`config.mk`:
```
export PLATFORM = sky130hd
export DESIGN_NAME = wav_stream_decoder_unit
export DESIGN_NICKNAME = d
export VERILOG_FILES = /design/src/hdl/wsd_pkg.sv /design/src/hdl/wav_stream_decoder_unit.sv
export SDC_FILE = /design/constraint.sdc
export NUM_CORES = 2
export LEC_CHECK = 0
export BUFFER_PORTS_ARGS = -buffer_cell sky130_fd_sc_hd__buf_2
export CORE_MARGIN = 4
export CORE_UTILIZATION = 65
export DETAILED_ROUTE_END_ITERATION = 8
export GPL_ROUTABILITY_DRIVEN = 0
export PLACE_DENSITY_LB_ADDON = 0.15
export REMOVE_ABC_BUFFERS = 1
export SETUP_SLACK_MARGIN = 0.02
export SYNTH_ARGS = -nofsm -noshare
export SYNTH_HDL_FRONTEND = slang
export SYNTH_SLANG_ARGS = --single-unit
```
`constraint.sdc`:
```
create_clock -name i_clk -period 17.37 [get_ports i_clk]
set_input_delay 0.8685 -clock i_clk [delete_from_list [all_inputs] [get_ports i_clk]]
set_output_delay 0.8685 -clock i_clk [all_outputs]
set_load 0.005 [all_outputs]
```
`src/hdl/wsd_pkg.sv`:
```
// wav stream decoder package: phase encoding, result codes, result record
// and the float32 to q0.23 conversion; no dependencies
package wsd_pkg;

    typedef enum logic [6:0] {
        PH_RIFF = 7'b0000001,
        PH_HDR  = 7'b0000010,
        PH_FMT  = 7'b0000100,
        PH_SKIP = 7'b0001000,
        PH_PAD  = 7'b0010000,
        PH_DATA = 7'b0100000,
        PH_END  = 7'b1000000
    } t_phase;

    localparam logic [1:0] KIND_FRAME = 2'd0;
    localparam logic [1:0] KIND_DONE  = 2'd1;
    localparam logic [1:0] KIND_ERROR = 2'd2;

    localparam logic [3:0] ERR_NONE      = 4'd0;
    localparam logic [3:0] ERR_NOT_RIFF  = 4'd1;
    localparam logic [3:0] ERR_FMT_SMALL = 4'd2;
    localparam logic [3:0] ERR_NO_FMT    = 4'd3;
    localparam logic [3:0] ERR_FORMAT    = 4'd4;
    localparam logic [3:0] ERR_CHANNELS  = 4'd5;
    localparam logic [3:0] ERR_DEPTH     = 4'd6;
    localparam logic [3:0] ERR_ALIGN     = 4'd7;
    localparam logic [3:0] ERR_VARIANT   = 4'd8;
    localparam logic [3:0] ERR_EMPTY     = 4'd9;
    localparam logic [3:0] ERR_TRUNC     = 4'd10;

    localparam logic [31:0] TAG_RIFF = 32'h52494646;
    localparam logic [31:0] TAG_WAVE = 32'h57415645;
    localparam logic [31:0] TAG_FMT  = 32'h666D7420;
    localparam logic [31:0] TAG_DATA = 32'h64617461;

    localparam logic [15:0] FMT_PCM   = 16'd1;
    localparam logic [15:0] FMT_FLOAT = 16'd3;
    localparam logic [31:0] FMT_MIN_LEN = 32'd16;

    localparam int QUEUE_DEPTH = 4;
    localparam int QUEUE_AW    = 2;

    typedef struct packed {
        logic [3:0]         error_code;
        logic [31:0]        frame_count;
        logic [1:0]         channel_count;
        logic [31:0]        sample_rate;
        logic signed [23:0] right_sample;
        logic signed [23:0] left_sample;
        logic [1:0]         kind;
    } t_result;

    function automatic logic [23:0] float_to_q23(input logic [31:0] bits);
        logic        sgn;
        logic [7:0]  ex;
        logic [22:0] man;
        logic [7:0]  sh;
        logic [23:0] mag;
        logic [23:0] res;
        sgn = bits[31];
        ex  = bits[30:23];
        man = bits[22:0];
        sh  = 8'd127 - ex;
        mag = {1'b1, man} >> sh[4:0];
        if (ex == 8'hFF) begin
            res = (man != 23'd0) ? 24'd0 : (sgn ? 24'h800000 : 24'h7FFFFF);
        end else if (ex == 8'd0) begin
            res = 24'd0;
        end else if (ex >= 8'd127) begin
            res = sgn ? 24'h800000 : 24'h7FFFFF;
        end else if (sh >= 8'd24) begin
            res = 24'd0;
        end else begin
            res = sgn ? (24'd0 - mag) : mag;
        end
        return res;
    endfunction

endpackage

```
`src/hdl/wav_stream_decoder_unit.sv`:
```
// wav stream decoder top level: byte-serial riff/wave parser with a small
// result queue; depends on wsd_pkg
// results are written to the queue at the edge that accepts their byte and
// are offered from the next cycle
// throughput: one byte per cycle while the 4-entry result queue has room for
// two results (an item makes at most two); input stalls once three results wait
// reset: i_rst_n synchronous active low; clears the parser and empties the queue
module wav_stream_decoder_unit
    import wsd_pkg::*;
(
    input  logic         i_clk,
    input  logic         i_rst_n,
    input  logic         i_s_tvalid,
    output logic         o_s_tready,
    input  logic [7:0]   i_s_tdata,   // in_byte
    input  logic         i_s_tlast,   // last
    output logic         o_m_tvalid,
    input  logic         i_m_tready,
    // left_sample, right_sample, sample_rate, channel_count, frame_count,
    // error_code, zero fill
    output logic [119:0] o_m_tdata,
    output logic [1:0]   o_m_tuser    // kind
);

    t_phase      r_phase, n_phase;
    logic [31:0] r_cnt, n_cnt;
    logic [31:0] r_len, n_len;
    logic [31:0] r_tag, n_tag;
    logic [15:0] r_afmt, n_afmt;
    logic [15:0] r_nch, n_nch;
    logic [31:0] r_rate, n_rate;
    logic [15:0] r_align, n_align;
    logic [15:0] r_depth, n_depth;
    logic        r_fmt_seen, n_fmt_seen;
    logic [15:0] r_fidx, n_fidx;
    logic [63:0] r_fbytes, n_fbytes;
    logic [31:0] r_frames, n_frames;

    t_result             r_q [QUEUE_DEPTH];
    logic [QUEUE_AW-1:0] r_wp, r_rp;
    logic [QUEUE_AW:0]   r_qcnt;

    t_result     res0, res1;
    logic [1:0]  nres;
    logic        accept, pop;
    logic [7:0]  b;
    logic [3:0]  derr;
    logic [3:0]  need;
    logic [63:0] fcur;
    logic [23:0] dl, dr;

    assign accept = i_s_tvalid && o_s_tready;
    assign pop    = o_m_tvalid && i_m_tready;
    assign b      = i_s_tdata;
    assign o_s_tready = (r_qcnt <= (QUEUE_AW + 1)'(QUEUE_DEPTH - 2));
    assign o_m_tvalid = (r_qcnt != '0);
    assign o_m_tuser  = r_q[r_rp].kind;
    assign o_m_tdata  = {2'b00, r_q[r_rp].error_code, r_q[r_rp].frame_count,
                         r_q[r_rp].channel_count, r_q[r_rp].sample_rate,
                         r_q[r_rp].right_sample, r_q[r_rp].left_sample};

    // data chunk checks in priority order; the length includes its final byte
    always_comb begin
        need = (r_nch[1:0] == 2'd2) ? {r_depth[5:3], 1'b0} : {1'b0, r_depth[5:3]};
        if (!r_fmt_seen)                                  derr = ERR_NO_FMT;
        else if (r_afmt != FMT_PCM && r_afmt != FMT_FLOAT) derr = ERR_FORMAT;
        else if (r_nch != 16'd1 && r_nch != 16'd2)         derr = ERR_CHANNELS;
        else if (r_depth != 16'd16 && r_depth != 16'd24 && r_depth != 16'd32)
                                                          derr = ERR_DEPTH;
        else if (r_align == 16'd0 || r_align < {12'd0, need})
                                                          derr = ERR_ALIGN;
        else if ({b, r_len[23:0]} < {16'd0, r_align})     derr = ERR_EMPTY;
        else if (r_afmt == FMT_PCM && r_depth == 16'd32)  derr = ERR_VARIANT;
        else if (r_afmt == FMT_FLOAT && r_depth != 16'd32) derr = ERR_VARIANT;
        else                                              derr = ERR_NONE;
    end

    // frame bytes including the byte of this item, decoded to left and right samples
    always_comb begin
        fcur = r_fbytes;
        if (r_fidx < 16'd8) fcur[r_fidx[2:0]*8 +: 8] = b;
        if (r_afmt == FMT_FLOAT) begin
            dl = float_to_q23(fcur[31:0]);
            dr = float_to_q23(fcur[63:32]);
        end else if (r_depth == 16'd16) begin
            dl = {fcur[15:0], 8'd0};
            dr = {fcur[31:16], 8'd0};
        end else begin
            dl = fcur[23:0];
            dr = fcur[47:24];
        end
        if (r_nch != 16'd2) dr = 24'd0;
    end

    always_comb begin
        t_result rz;
        logic    v_err, v_frame, v_done, v_trunc;
        logic [3:0] ecode;
        rz = '0;
        n_phase = r_phase; n_cnt = r_cnt; n_len = r_len; n_tag = r_tag;
        n_afmt = r_afmt; n_nch = r_nch; n_rate = r_rate; n_align = r_align;
        n_depth = r_depth; n_fmt_seen = r_fmt_seen; n_fidx = r_fidx;
        n_fbytes = r_fbytes; n_frames = r_frames;
        v_err = 1'b0; v_frame = 1'b0; v_done = 1'b0; v_trunc = 1'b0;
        ecode = ERR_NONE;
        res0 = rz; res1 = rz; nres = 2'd0;

        unique case (r_phase)
            PH_RIFF: begin
                if (r_cnt < 32'd4 || r_cnt >= 32'd8) n_tag = {r_tag[23:0], b};
                if ((r_cnt == 32'd3 && n_tag != TAG_RIFF) ||
                    (r_cnt == 32'd11 && n_tag != TAG_WAVE)) begin
                    v_err = 1'b1; ecode = ERR_NOT_RIFF; n_phase = PH_END;
                end else if (r_cnt == 32'd11) begin
                    n_cnt = '0; n_phase = PH_HDR;
                end else begin
                    n_cnt = r_cnt + 32'd1;
                end
            end
            PH_HDR: begin
                if (r_cnt < 32'd4) begin
                    n_tag = {r_tag[23:0], b};
                    if (r_cnt == 32'd0) n_len = '0;
                end else begin
                    unique case (r_cnt[1:0])
                        2'd0: n_len[7:0]   = b;
                        2'd1: n_len[15:8]  = b;
                        2'd2: n_len[23:16] = b;
                        2'd3: n_len[31:24] = b;
                        default: ;
                    endcase
                end
                if (r_cnt < 32'd7) begin
                    n_cnt = r_cnt + 32'd1;
                end else begin
                    n_cnt = '0;
                    if (n_tag == TAG_FMT) begin
                        if (n_len < FMT_MIN_LEN) begin
                            v_err = 1'b1; ecode = ERR_FMT_SMALL; n_phase = PH_END;
                        end else begin
                            n_phase = PH_FMT;
                        end
                    end else if (n_tag == TAG_DATA) begin
                        if (derr != ERR_NONE) begin
                            v_err = 1'b1; ecode = derr; n_phase = PH_END;
                        end else begin
                            n_fidx = '0; n_fbytes = '0; n_frames = '0;
                            n_phase = PH_DATA;
                        end
                    end else if (n_len == 32'd0) begin
                        n_phase = PH_HDR;
                    end else begin
                        n_phase = PH_SKIP;
                    end
                end
            end
            PH_FMT: begin
                if (r_cnt < 32'd16) begin
                    unique case (r_cnt[3:0])
                        4'd0:  n_afmt[7:0]   = b;
                        4'd1:  n_afmt[15:8]  = b;
                        4'd2:  n_nch[7:0]    = b;
                        4'd3:  n_nch[15:8]   = b;
                        4'd4:  n_rate[7:0]   = b;
                        4'd5:  n_rate[15:8]  = b;
                        4'd6:  n_rate[23:16] = b;
                        4'd7:  n_rate[31:24] = b;
                        4'd12: n_align[7:0]  = b;
                        4'd13: n_align[15:8] = b;
                        4'd14: n_depth[7:0]  = b;
                        4'd15: n_depth[15:8] = b;
                        default: ;
                    endcase
                end
                if (r_cnt + 32'd1 == r_len) begin
                    n_fmt_seen = 1'b1; n_cnt = '0;
                    n_phase = r_len[0] ? PH_PAD : PH_HDR;
                end else begin
                    n_cnt = r_cnt + 32'd1;
                end
            end
            PH_SKIP: begin
                if (r_cnt + 32'd1 == r_len) begin
                    n_cnt = '0; n_phase = r_len[0] ? PH_PAD : PH_HDR;
                end else begin
                    n_cnt = r_cnt + 32'd1;
                end
            end
            PH_PAD: begin
                n_cnt = '0; n_phase = PH_HDR;
            end
            PH_DATA: begin
                n_fbytes = fcur;
                n_fidx = r_fidx + 16'd1;
                if (n_fidx == r_align) begin
                    v_frame = 1'b1;
                    n_frames = r_frames + 32'd1;
                end
                if (r_cnt + 32'd1 == r_len) begin
                    v_done = 1'b1; n_phase = PH_END;
                end else begin
                    n_cnt = r_cnt + 32'd1;
                end
            end
            PH_END: ;
            default: n_phase = PH_END;
        endcase

        v_trunc = i_s_tlast && (n_phase != PH_END);

        // pack up to two results in order
        if (v_err) begin
            res0.kind = KIND_ERROR; res0.error_code = ecode; nres = 2'd1;
        end else if (v_frame) begin
            res0.kind = KIND_FRAME; res0.left_sample = dl;
            res0.right_sample = dr; nres = 2'd1;
        end
        if (v_done) begin
            if (nres == 2'd0) begin
                res0.kind = KIND_DONE; res0.sample_rate = r_rate;
                res0.channel_count = r_nch[1:0]; res0.frame_count = n_frames;
            end else begin
                res1.kind = KIND_DONE; res1.sample_rate = r_rate;
                res1.channel_count = r_nch[1:0]; res1.frame_count = n_frames;
            end
            nres = nres + 2'd1;
        end
        if (v_trunc) begin
            if (nres == 2'd0) begin
                res0.kind = KIND_ERROR; res0.error_code = ERR_TRUNC;
            end else begin
                res1.kind = KIND_ERROR; res1.error_code = ERR_TRUNC;
            end
            nres = nres + 2'd1;
        end

        if (v_frame) begin
            n_fidx = '0; n_fbytes = '0;
        end

        if (i_s_tlast) begin
            n_phase = PH_RIFF; n_cnt = '0; n_len = '0; n_tag = '0;
            n_afmt = '0; n_nch = '0; n_rate = '0; n_align = '0; n_depth = '0;
            n_fmt_seen = 1'b0; n_fidx = '0; n_fbytes = '0; n_frames = '0;
        end
    end

    always_ff @(posedge i_clk) begin
        if (!i_rst_n) begin
            r_phase <= PH_RIFF; r_cnt <= '0; r_len <= '0; r_tag <= '0;
            r_afmt <= '0; r_nch <= '0; r_rate <= '0; r_align <= '0;
            r_depth <= '0; r_fmt_seen <= 1'b0; r_fidx <= '0;
            r_fbytes <= '0; r_frames <= '0;
        end else if (accept) begin
            r_phase <= n_phase; r_cnt <= n_cnt; r_len <= n_len; r_tag <= n_tag;
            r_afmt <= n_afmt; r_nch <= n_nch; r_rate <= n_rate; r_align <= n_align;
            r_depth <= n_depth; r_fmt_seen <= n_fmt_seen; r_fidx <= n_fidx;
            r_fbytes <= n_fbytes; r_frames <= n_frames;
        end
    end

    // result queue
    always_ff @(posedge i_clk) begin
        if (accept && nres != 2'd0) r_q[r_wp] <= res0;
        if (accept && nres == 2'd2) r_q[r_wp + QUEUE_AW'(1)] <= res1;
    end

    always_ff @(posedge i_clk) begin
        if (!i_rst_n) begin
            r_wp <= '0; r_rp <= '0; r_qcnt <= '0;
        end else begin
            if (accept) r_wp <= r_wp + QUEUE_AW'(accept ? nres : 2'd0);
            if (pop) r_rp <= r_rp + QUEUE_AW'(1);
            r_qcnt <= r_qcnt + (QUEUE_AW + 1)'(accept ? nres : 2'd0)
                             - (QUEUE_AW + 1)'(pop);
        end
    end

endmodule
```
======== Word-level counts from Yosys, hierarchy flattened ========
Memories as Yosys holds them, arrays and structs flattened. A register that Yosys moved wholly into a read port is not among the register bits.
Index checks and enable logic that the tools add are counted.
operators by class
  multiplexer cells ....................... 166
  equality and inequality tests ........... 51
  $lt $le $gt $ge ......................... 13
  shift-type cells ........................ 4
  reduce and logical (&&, ||, !) cells .... 67
  add/sub/neg operators ................... 15
operators with widths
  kind                     count
  $mux 32                  25
  $mux 24                  19
  $mux 64                  7
  $mux 16                  18
  $mux 66                  4
  $pmux 32 s5              1
  $mux 8                   16
  $pmux 32 s2              2
  $pmux 64 s2              1
  $mux 4                   19
  $mux 7                   10
  $add 32x1->32 const B    2
  $bwmux 64                1
  $eq 32x31->1 const B     2
  $logic_not 32->1         2
  $lt 32x3->1 const B      2
  $lt 32x5->1 const B      2
  $ne 32x31->1 const B     2
  $shift 8x34->64 const A  1
  $shiftx 8x34->64         1
  $reduce_and 4->1         13
  $mux 50                  1
  $mux 48                  1
  $shr 24x5->24            2
  66 further kinds         162
word-level totals
  memory bits (writable) .................. 480
  register bits after elaboration ......... 319
  bits of input ports ..................... 13
  memories ................................ 1
  output and inout port bits .............. 124
memory list
  name  words  width  read ports  clocked after memory_dff  wr ports  line                           RTL
  r_q   4      120    1           1                         2         wav_stream_decoder_unit.sv:39  t_result r_q [QUEUE_DEPTH];

======== Longest topological paths before layout ========
  word-level depth ........................ 25
  gate-level depth with buffers ........... 25
  mapped depth without buffers ............ 24

======== Worst setup path after synthesis ========
OpenSTA, ideal clock, no wires.
  kind .................................... flip-flop to flip-flop
  from .................................... register r_cnt[0]
  to ...................................... memory r_q[0][0] (netlist name), enable pin
  clock period less this slack ............ 6.735 ns
  required time ........................... 16.804 ns
  stages on the path, launching flop included .. 20
  arrival ................................. 6.169 ns
  setup slack ............................. 10.635 ns
  path through ............................ dfxtp_1 ha_1 buf_2 nand4_1 nor4_2 nand3_1 or3_1 a2111oi_0 nand4_1 nor4_2 clkbuf_1 clkbuf_1 ha_1 or2_2 mux2_2 and2_1 buf_4 a21oi_2 clkbuf_1 inv_1
RTL lines
  what                    line                            RTL
  from (decl)             wav_stream_decoder_unit.sv:26   logic [31:0] r_cnt, n_cnt;
  from (signal assigned)  wav_stream_decoder_unit.sv:255  r_phase <= n_phase; r_cnt <= n_cnt; r_len <= n_len; r_tag <= n_tag;
  to (decl)               wav_stream_decoder_unit.sv:39

==> results.cfg <==
[final_layout]
fill_cells = 5063
final_net_count = 4894
synthToLayoutAreaGrowth_pct = 8.93
drive_gt1_share_pct = 12.5

[route]
drtIter0Drc = 6462
wl_mm = 136
antenna_left = 0
wl_per_cell_um = 23.5
via_per_inst = 6.88
firstDrtPassIters = 8
vias = 39800
drc = 0

[critical_path]
arrival_ns = 8.25
critPathMaxFanout = 70
criticalPathCategory = flop to flop
rrSetupSlack_ns = 9.39
crit_path_end_kind = flop
crit_chain = nor4_1 > nand4_1 > o31ai_1 > a21boi_0 > o21ai_0 > nand4_1 > nor4_1 > o211ai_1 > nand2_1 > nor2_1 > inv_1 > ha_1 > nand2b_1 > mux2i_1 > and2_1 > nor2_4 > buf_4 > clkinv_2 > buf_4
crit_slowest_cell = nor2_1
worst_r2r_path_depth = 19
cp.required_ns = 17.64
r2r_end = r_q[3][69]$_DFFE_PP_
cp-start-kind = flop
r2r-start = r_cnt[15]$_SDFFE_PN0P_
critPathMaxStageDelay_ns = 0.98

[global_route]
grt_max_degree = 178
grt_pass1_vias = 36900
track_usage_pct = 36.6
grt_pass1_wl_mm = 209
antenna_found_initial = 2
grt-ovfl-total = 0

[clocking]
clk_latency_ns = 0.66
path_clk_slew_ns = 0.06
cts_setup_buffers = 0
numClockSinks = 801
cts_tree = yes
cts_htree_levels = 3
ctsResizeCount = 0
clock_path_buffers = 3
root_buffer = clkbuf_16
holdBufCountCts = 0
numCtsBuffers = 83

[floorplan]
rows = 94
start_util_pct = 66.0
core-area_sq_um = 66300
dieWidth_um = 268
dieArea_sq_um = 71600
ios = 137
dieHeight_um = 268

[sta]
tightestPinTransition_ns = 1.24
finalClockSkew_ns = 0.0473
rsz0062_at_grt = false
tns_ns = 0
fmax_mhz = 125
setup_viol = 0
finalHoldViolCount = 0
period_needed_ns = 7.98
final-max-slew-violation-count = 0
slew_headroom_pct = 16.8
period_share_pct = 45.9
setup_ws_ns = 9.39

[synthesis]
synth-edff-count = 280
synth_most_common_cell = nor2_1
synth_area_sq_um = 43800
synth_top_flop_cell = dfxtp_1
ys_ff_latch = 801
async_reset_ff_share_pct = 0
avgSynthCellArea_sq_um = 8.97
yosysUniqueCellTypes = 115
synth_commonest_cells = nor2_1 (778), dfxtp_1 (521), nand2_1 (511)
synth_top_area_share_pct = 23.8
yosys_warnings = 0
ys_seq_area_share_pct = 43.0
netlist_instances = 4884
yosysTopAreaCell = dfxtp_1
synth_area_leaders = dfxtp_1 (24%), edfxtp_1 (19%), nor2_1 (6.7%), mux4_2 (6.2%), mux2i_1 (4.4%)

[place]
dpl_worst_slack_ns = 9.60
port_buffers = 134
hpwl_mm = 88.9

[pwr]
p_per_area_nw_per_um2 = 92.9
vdd_ir_drop_max_v = 0.0000689
power_leakage_nw = 16.5

[outcome]
status = finished clean

[worst_hold_path]
hold_class = flop to flop
worst_hold_path.endpoint = r_q[2][46]$_SDFFE_PP0N_
hp-start = r_q[2][46]$_SDFFE_PP0N_
whs_path_depth = 2

[flow_run]
cap_violations = 0
## worst max-delay path, delay by kind of cell (launching register included)
kind                     cells  cell delay [ns]
buffers and inverters        4             1.34
flip-flops                   1             0.38
AND/OR/NAND/NOR              9             2.86
multiplexers                 1             0.60
adder cells (fa/ha/maj)      1             0.40
AO/OA/AOI/OAI                4             1.90
## per-layer routing
| metal | global-route usage, % | vias to the layer above | wire, um |
|---|---|---|---|
| met5 | 0 | - | 32 |
| met4 | 15.3 | 4 | 6520 |
| met3 | 7.74 | 485 | 15800 |
| met2 | 55.6 | 2641 | 59500 |
| met1 | 51.5 | 18800 | 53700 |
| li1 | - | 17800 | - |
## placed cells by master, fill, tap and decap left out, drive strengths merged, types with 14 or more instances in the layout
master  instances
a211oi         33
a21boi         17
a21o           30
a21oi         280
a22o           48
a22oi          96
a31oi          44
a32oi          20
and2           51
and3           48
and4           19
buf           215
clkbuf        108
clkinv         28
dfxtp         521
edfxtp        280
ha             36
inv            59
mux2           25
mux2i         193
mux4          120
nand2         513
nand2b         32
nand3         161
nand4          73
nor2          787
nor2b          33
nor3          151
nor4           69
o211ai         72
o21a           14
o21ai         384
o22ai          15
o31ai          30
or3            27
or4            19
xnor2          53
xor2           38
## where the power goes
group | internal, W | switching, W | leakage [nW] | total, W
logic | 0.000232 | 0.000337 | 8.14 | 0.000569
clock network | 0.00105 | 0.000792 | 1.39 | 0.00185
registers | 0.00197 | 0.0000479 | 6.97 | 0.00202
total | 0.00326 | 0.00118 | 16.5 | 0.00443
## cells by family after synthesis
| kind of cell | share of synthesized area (%) |
|---|---|
| other cells | 0.00856 |
| simple gates | 21.7 |
| mux | 11.2 |
| compound gates | 17.3 |
| fa+ha+maj | 1.12 |
| buf+inv | 3.82 |
| xor+xnor | 1.82 |
| flops | 43.0 |
## area by class of cell
cell class | instances | area [sq um] | area share, %
multi-input combinational | 3688 | 23400 | 49.1
sequential | 801 | 18800 | 39.5
clock buffer | 108 | 2330 | 4.89
timing repair buffer | 215 | 1290 | 2.71
tap | 864 | 1080 | 2.27
clock inverter | 46 | 531 | 1.11
inverter | 55 | 219 | 0.459
antenna | 2 | 5.00 | 0.0105
## per-stage QoR
step | std cells | utilization (%) | hold WS (ns) | instance area [sq um] | power [W]
global route | 5777 | 71.9 | 0.466 | 47700 | 0.00457
detailed placement | 5623 | 67.6 | 0.437 | 44900 | 0.00262
global placement | 5623 | 67.6 | 0.428 | 44900 | 0.00262
floorplan | 4544 | - | 0.420 | 42300 | 0.00243
CTS | 5777 | 71.9 | 0.447 | 47700 | 0.00444
finish | 5779 | 71.9 | 0.447 | 47700 | 0.00443
## worst max-delay path by stage
stage,end,start
2_1_floorplan,r_q[0][100]$_DFFE_PP_,r_cnt[0]$_SDFFE_PN0P_
3_3_place_gp,r_q[3][79]$_DFFE_PP_,r_cnt[0]$_SDFFE_PN0P_
3_5_place_dp,r_q[3][56]$_DFFE_PP_,r_cnt[0]$_SDFFE_PN0P_
4_1_cts,r_q[3][66]$_DFFE_PP_,r_cnt[0]$_SDFFE_PN0P_
5_1_grt,r_q[2][60]$_DFFE_PP_,r_cnt[0]$_SDFFE_PN0P_
6_report,r_q[3][69]$_DFFE_PP_,r_cnt[15]$_SDFFE_PN0P_
## registers in the layout (all words and copies together), names as in the netlist, 16 cells and up, named ones only
signal    cells
r_q         480
r_fbytes     64
r_cnt        32
r_frames     32
r_len        32
r_rate       32
r_tag        32
r_afmt       16
r_align      16
r_depth      16
r_fidx       16
r_nch        16
No activity file was read; power rests on OpenSTA's default activity.
